## config.mk

```make
export PLATFORM = sky130hd
export DESIGN_NAME = primality_miller_rabin_64
export DESIGN_NICKNAME = d
export VERILOG_FILES = /design/src/rtl/core/pmr_pkg.sv /design/src/rtl/core/pmr_mulmod.sv /design/src/rtl/core/primality_miller_rabin_64.sv
export SDC_FILE = /design/constraint.sdc
export NUM_CORES = 2
export LEC_CHECK = 0
export BUFFER_PORTS_ARGS = -buffer_cell sky130_fd_sc_hd__buf_2
export CAP_MARGIN = 20
export CORE_MARGIN = 8
export CORE_UTILIZATION = 25
export CTS_CLUSTER_DIAMETER = 30
export CTS_CLUSTER_SIZE = 16
export DETAILED_ROUTE_END_ITERATION = 12
export HOLD_SLACK_MARGIN = 0.15
export SLEW_MARGIN = 10
export SYNTH_ARGS = -nofsm -noshare
export SYNTH_HDL_FRONTEND = slang
export SYNTH_SLANG_ARGS = --single-unit
```

## constraint.sdc

```tcl
create_clock -name clock -period 17.5 [get_ports clock]
set_clock_uncertainty 0.2 [all_clocks]
set_input_delay 0.875 -clock clock [delete_from_list [all_inputs] [get_ports clock]]
set_output_delay 0.875 -clock clock [all_outputs]
set_load 0.02 [all_outputs]
```

## src/rtl/core/pmr_pkg.sv

```systemverilog
// Package: widths, base table and limits for the Miller-Rabin primality tester.
package pmr_pkg;
   localparam int NUMBER_WIDTH = 64;
   localparam int IDX_WIDTH = $clog2(NUMBER_WIDTH);
   localparam int BASE_COUNT_FULL = 12;
   localparam int BASE_COUNT_SMALL = 7;
   localparam logic [63:0] SMALL_LIMIT = 64'd341550071728321;

   function automatic logic [5:0] base_value(input logic [3:0] idx);
      logic [5:0] v;
      case (idx)
         4'd0: v = 6'd2;
         4'd1: v = 6'd3;
         4'd2: v = 6'd5;
         4'd3: v = 6'd7;
         4'd4: v = 6'd11;
         4'd5: v = 6'd13;
         4'd6: v = 6'd17;
         4'd7: v = 6'd19;
         4'd8: v = 6'd23;
         4'd9: v = 6'd29;
         4'd10: v = 6'd31;
         default: v = 6'd37;
      endcase
      return v;
   endfunction
endpackage

```

## src/rtl/core/pmr_mulmod.sv

```systemverilog
// Shift-and-add modular multiplier, one bit of the multiplier per cycle.
module pmr_mulmod
   import pmr_pkg::*;
(
   input  logic                    clock,
   input  logic                    reset,
   input  logic                    start,
   input  logic [NUMBER_WIDTH-1:0] a,
   input  logic [NUMBER_WIDTH-1:0] b,
   input  logic [NUMBER_WIDTH-1:0] m,
   output logic                    done,
   output logic [NUMBER_WIDTH-1:0] result
);
   logic [NUMBER_WIDTH-1:0] a_ff, b_ff, m_ff, r_ff;
   logic [IDX_WIDTH-1:0]    bit_ff;
   logic                    run_ff, done_ff;
   logic [NUMBER_WIDTH:0]   dbl, dbl_red, add, add_red;
   logic [NUMBER_WIDTH-1:0] r_in;

   // double then conditionally add, both reduced by one subtract
   always_comb begin
      dbl = {r_ff, 1'b0};
      dbl_red = (dbl >= {1'b0, m_ff}) ? dbl - {1'b0, m_ff} : dbl;
      add = dbl_red + {1'b0, a_ff};
      add_red = (add >= {1'b0, m_ff}) ? add - {1'b0, m_ff} : add;
      r_in = b_ff[bit_ff] ? add_red[NUMBER_WIDTH-1:0] : dbl_red[NUMBER_WIDTH-1:0];
   end

   // load on start, then 64 bit steps; done pulses once the last step is in
   always_ff @(posedge clock) begin
      if (reset) begin
         run_ff <= 1'b0;
         done_ff <= 1'b0;
      end else begin
         done_ff <= run_ff && (bit_ff == '0) && !start;
         if (start) begin
            a_ff <= a;
            b_ff <= b;
            m_ff <= m;
            r_ff <= '0;
            bit_ff <= IDX_WIDTH'(NUMBER_WIDTH-1);
            run_ff <= 1'b1;
         end else if (run_ff) begin
            r_ff <= r_in;
            bit_ff <= bit_ff - IDX_WIDTH'(1);
            run_ff <= (bit_ff != '0);
         end
      end
   end

   assign done = done_ff;
   assign result = r_ff;
endmodule

```

## src/rtl/core/primality_miller_rabin_64.sv

```systemverilog
// Miller-Rabin primality tester: sequencer around a shared modular multiplier.
// Trivial values (below 2, 2, 3, even) go straight to the done state without the multiplier.
// A power step is a square only or a multiply and a square; a chain step is one squaring.
// One number at a time: busy stays high until the rsp_valid strobe.
// Reset (synchronous, active high) returns the sequencer to idle; no result.
module primality_miller_rabin_64
   import pmr_pkg::*;
(
   input  logic        clock,
   input  logic        reset,
   input  logic        start,
   output logic        busy,
   input  logic [63:0] req_number,
   output logic        rsp_valid,
   output logic        rsp_prime
);
   typedef enum logic [3:0] {
      S_IDLE, S_SPLIT, S_BASE, S_POW_BIT, S_LAUNCH, S_WAIT, S_CHECK,
      S_CHAIN, S_CHAIN_CHK, S_DONE
   } state_type;

   typedef enum logic [1:0] {
      OP_ACC, OP_SQ, OP_CHAIN
   } op_type;

   state_type               state_ff;
   op_type                  op_ff;
   logic [NUMBER_WIDTH-1:0] n_ff, d_ff, e_ff, acc_ff, sq_ff;
   logic [IDX_WIDTH-1:0]    r_ff, j_ff;
   logic [3:0]              base_ff, count_ff;
   logic                    prime_ff, valid_ff, busy_ff;
   logic                    mm_start;
   logic [NUMBER_WIDTH-1:0] mm_a, mm_b, mm_res;
   logic                    mm_done;
   logic [NUMBER_WIDTH-1:0] n_in, nm1;

   assign n_in = req_number[NUMBER_WIDTH-1:0];
   assign nm1 = n_ff - NUMBER_WIDTH'(1);

   pmr_mulmod u_mul (
      .clock(clock), .reset(reset), .start(mm_start), .a(mm_a), .b(mm_b),
      .m(n_ff), .done(mm_done), .result(mm_res)
   );

   // operand select for the shared multiplier
   always_comb begin
      mm_start = (state_ff == S_LAUNCH);
      case (op_ff)
         OP_ACC: begin
            mm_a = acc_ff; mm_b = sq_ff;
         end
         OP_CHAIN: begin
            mm_a = acc_ff; mm_b = acc_ff;
         end
         default: begin
            mm_a = sq_ff; mm_b = sq_ff;
         end
      endcase
   end

   always_ff @(posedge clock) begin
      if (reset) begin
         state_ff <= S_IDLE;
         busy_ff <= 1'b0;
         valid_ff <= 1'b0;
      end else begin
         valid_ff <= (state_ff == S_DONE);
         unique case (state_ff)
            S_IDLE: if (start) begin
               n_ff <= n_in;
               busy_ff <= 1'b1;
               if (n_in < NUMBER_WIDTH'(2)) begin
                  prime_ff <= 1'b0; state_ff <= S_DONE;
               end else if (n_in < NUMBER_WIDTH'(4)) begin
                  prime_ff <= 1'b1; state_ff <= S_DONE;
               end else if (!n_in[0]) begin
                  prime_ff <= 1'b0; state_ff <= S_DONE;
               end else begin
                  d_ff <= n_in - NUMBER_WIDTH'(1);
                  r_ff <= '0;
                  base_ff <= '0;
                  prime_ff <= 1'b1;
                  count_ff <= (64'(n_in) < SMALL_LIMIT)
                     ? 4'(BASE_COUNT_SMALL) : 4'(BASE_COUNT_FULL);
                  state_ff <= S_SPLIT;
               end
            end
            // strip trailing zeros, one per cycle
            S_SPLIT: if (!d_ff[0]) begin
               d_ff <= d_ff >> 1;
               r_ff <= r_ff + IDX_WIDTH'(1);
            end else state_ff <= S_BASE;
            // next base, or finished once the bases run out or reach n
            S_BASE:
               if (base_ff == count_ff ||
                   NUMBER_WIDTH'(base_value(base_ff)) >= n_ff) state_ff <= S_DONE;
               else begin
                  acc_ff <= NUMBER_WIDTH'(1);
                  sq_ff <= NUMBER_WIDTH'(base_value(base_ff));
                  e_ff <= d_ff;
                  state_ff <= S_POW_BIT;
               end
            // power loop: multiply when the bit is set, then square
            S_POW_BIT:
               if (e_ff == '0) state_ff <= S_CHECK;
               else begin
                  op_ff <= e_ff[0] ? OP_ACC : OP_SQ;
                  state_ff <= S_LAUNCH;
               end
            S_LAUNCH: state_ff <= S_WAIT;
            S_WAIT: if (mm_done) begin
               case (op_ff)
                  OP_ACC: begin
                     acc_ff <= mm_res; op_ff <= OP_SQ; state_ff <= S_LAUNCH;
                  end
                  OP_SQ: begin
                     sq_ff <= mm_res; e_ff <= e_ff >> 1; state_ff <= S_POW_BIT;
                  end
                  default: begin
                     acc_ff <= mm_res; state_ff <= S_CHAIN_CHK;
                  end
               endcase
            end
            S_CHECK:
               if (acc_ff == NUMBER_WIDTH'(1) || acc_ff == nm1) begin
                  base_ff <= base_ff + 4'd1; state_ff <= S_BASE;
               end else begin
                  j_ff <= IDX_WIDTH'(1); state_ff <= S_CHAIN;
               end
            // squaring chain: up to r-1 squarings looking for n-1
            S_CHAIN:
               if (j_ff < r_ff) begin
                  op_ff <= OP_CHAIN; state_ff <= S_LAUNCH;
               end else begin
                  prime_ff <= 1'b0; state_ff <= S_DONE;
               end
            S_CHAIN_CHK:
               if (acc_ff == nm1) begin
                  base_ff <= base_ff + 4'd1; state_ff <= S_BASE;
               end else begin
                  j_ff <= j_ff + IDX_WIDTH'(1); state_ff <= S_CHAIN;
               end
            S_DONE: begin
               busy_ff <= 1'b0;
               state_ff <= S_IDLE;
            end
            default: state_ff <= S_IDLE;
         endcase
      end
   end

   assign busy = busy_ff;
   assign rsp_valid = valid_ff;
   assign rsp_prime = prime_ff;
endmodule

```

==> results.cfg <==
[worst_setup_path]
crit_cells = 37
critPathTopFamily = compound AO/OA/AOI/OAI gates
worstPathMaxFanout = 55
rr_endpoint = u_mul.result[31]
cp-start-kind = flip-flop
worstSetupEndpointType = flip-flop
path_class = flip-flop to flip-flop
r2r-start = u_mul.result[33]
cp.arrival_ns = 12.13
critPathBufInv = 2
reg2reg_slack_ns = 5.56
slowest_delay_ns = 0.73
r2r_cells = 37
crit_slowest_cell = nor3b_4
crit_required_ns = 17.69

[detailed_routing]
drt-initial-drc-count = 3521
route.met2.wl_um = 59200
routed-wl-met3_um = 10700
top_layer = met5
met1Wirelength_um = 62500
drc_errors = 0
vias_per_cell = 5.19
drt-total-wl_um = 138000
antenna_left = 0
wire_per_inst_um = 21.5
first_pass_iters = 6
vias = 33383

[yosys]
synth_top_family_by_area = compound AO/OA/AOI/OAI gates
ys_async_sr_fraction = 0
synthFlopType = edfxtp_1
synthSimpleGateAreaFrac = 0.159
seq_area_frac_synth = 0.451
yosysWarnings = 0
synth_adder_area_share = 0.0669
synth_xor_area_frac = 0.0711
yosys.cell_types.count = 84
synth_cells = 4116
syn_avg_cell_area_um2 = 9.90
synthTopCellsByArea = edfxtp_1 (44%), ha_1 (6.5%), a21oi_1 (5.3%), nand2_1 (4.2%), xnor2_1 (4.1%)
yosys_register_bits = 617
synth_top_area_share = 0.444
synth_top_cell_by_area = edfxtp_1
synth_compound_area_frac = 0.168
syn_area_mm2 = 0.0407
synth_edf_count = 603
synth_common_cells = edfxtp_1 (603), nand2_1 (452), a21oi_1 (430)
synthMuxAreaShare = 0.0524
synth_most_common_cell = edfxtp_1
syn_nets = 4399

[cts]
cts-root-buf = clkbuf_16
cts_hold_buf = 0
clock_latency_ns = 0.68
cts_sinks = 617
path_clk_slew_ns = 0.06
cts_setup_buffers = 0
ctsLongestPathBuffers = 3
cts-buffers-inserted = 119
cts_tree = built
htreeDepth = 3
post_cts_resized = 0

[power_and_ir_drop]
finalPower_mw = 7.98
power.density_mw_per_mm2 = 167
p_leak_nw = 17.6
peakVddDrop_uv = 85.6

[timing]
setup_tns_ns = 0
worst_slew_pin_slew_ns = 1.15
setup_viol = 0
finalCriticalPeriod_ns = 11.94
max_freq_mhz = 83.8
period_share = 0.682
finalHoldViolations = 0
whs_ns = 0.275
rsz0062_at_grt = no
relSlewSlack = 0.230
slew_viol_final = 0

[die]
core.rowCount = 148
core_area_mm2 = 0.162
io_pins = 70
dieArea_mm2 = 0.176
initial_core_util = 0.251
die_h_um = 420
dieWidth_um = 420

[grt]
grt_start_max_net_pins = 105
antenna_found_initial = 10
grt-ovfl-total = 0
grt_use_total = 0.150
grt_pass1_wl_um = 204000
grt_pass1_vias = 31798

[job]
drv_cap = 0

[hold_path]
hp-class = primary input to flip-flop
whs_endpoint = n_ff[12]
hold_depth = 1
hold_path_startpoint = req_number[12]

[placement]
hpwl_um = 105000
place.gp.congestion = 0.926
io_buffers = 69

[final_layout]
drive_gt1_frac = 0.121
syn_to_final_growth_pct = 17.0
layout.nets = 4436

[status]
status = complete, no violations
==> stage by stage <==
step / utilization / worst slack (ns) / instances / cell area, um2
CTS: 0.293 / 5.53 / 6429 / 47700
floorplan: - / 7.31 / 4116 / 40700
finish: 0.294 / 5.56 / 6432 / 47700
detailed placement: 0.268 / 5.58 / 6207 / 43500
global route: 0.294 / 4.94 / 6432 / 47700
global placement: 0.268 / 5.67 / 6205 / 43500
==> flip-flops by register name, indices dropped and copies added (netlist names), 2 cells and up, named ones only <==
signal,flops
base_ff,4
acc_ff,64
u_mul.m_ff,64
u_mul.b_ff,64
u_mul.bit_ff,6
op_ff,2
r_ff,6
n_ff,64
u_mul.a_ff,64
u_mul.result,64
e_ff,64
state_ff,4
j_ff,6
d_ff,64
sq_ff,64
count_ff,2
==> area by class of cell <==
type | count | area [um2]
clock inverter | 97 | 1160
sequential | 617 | 18400
clock buffer | 125 | 3020
antenna | 3 | 7.51
inverter | 155 | 582
timing repair buffer | 101 | 596
multi-input combinational | 3159 | 21200
fill | 16905 | 115000
tap | 2175 | 2720
==> report_power, final <==
part	switching (mW)	total [mW]	internal [mW]
logic	2.21	3.47	1.26
clock network	0.839	2.39	1.55
registers	0.180	2.13	1.95
total	3.23	7.98	4.75
==> cells by family (layout without fill, tap and decap cells) <==
family | after synthesis | count (layout)
simple gates | 1317 | 1317
compound gates | 1126 | 1126
flops | 617 | 617
buf+inv | 340 | 478
xor+xnor | 331 | 331
fa+ha+maj | 216 | 216
mux | 169 | 169
other cells | 0 | 3
==> layout by cell type, fill, tap and decap left out, types with 21 or more instances in the layout <==
master     instances
nand3_1          101
nor3_1            92
nand2_1          449
ha_1             213
o31ai_1           22
buf_4             30
o21ai_0          263
a31oi_1           38
nand2b_1          41
or3_1             21
xnor2_1          192
o211ai_1          27
edfxtp_1         603
a21oi_1          430
xor2_1           139
nand4_1           57
inv_1            154
and3_1           110
nor4_1            61
o21bai_1          40
nor2_1           234
a21o_1           126
buf_2             70
inv_6             22
nor2b_1           33
mux2_2           133
a211oi_1          21
clkbuf_16        120
o21a_1            23
==> how the worst max path moves through the flow <==
stage,start,end,slack (ns)
after floorplan,reset,u_mul.a_ff[0],7.31
after global placement,u_mul.result[33],u_mul.result[7],5.67
after detailed placement,u_mul.result[33],u_mul.result[14],5.58
after CTS,u_mul.result[1],u_mul.result[31],5.53
after global routing,u_mul.result[1],u_mul.result[31],4.94
final,u_mul.result[33],u_mul.result[31],5.56
==> layer usage <==
layer | global-route usage | up-vias
met5 | 0 | -
met4 | 0.0632 | 4
met3 | 0.0252 | 240
met2 | 0.227 | 1473
met1 | 0.212 | 16148
li1 | - | 15518
Note: power is estimated with default switching activity, not from simulation.
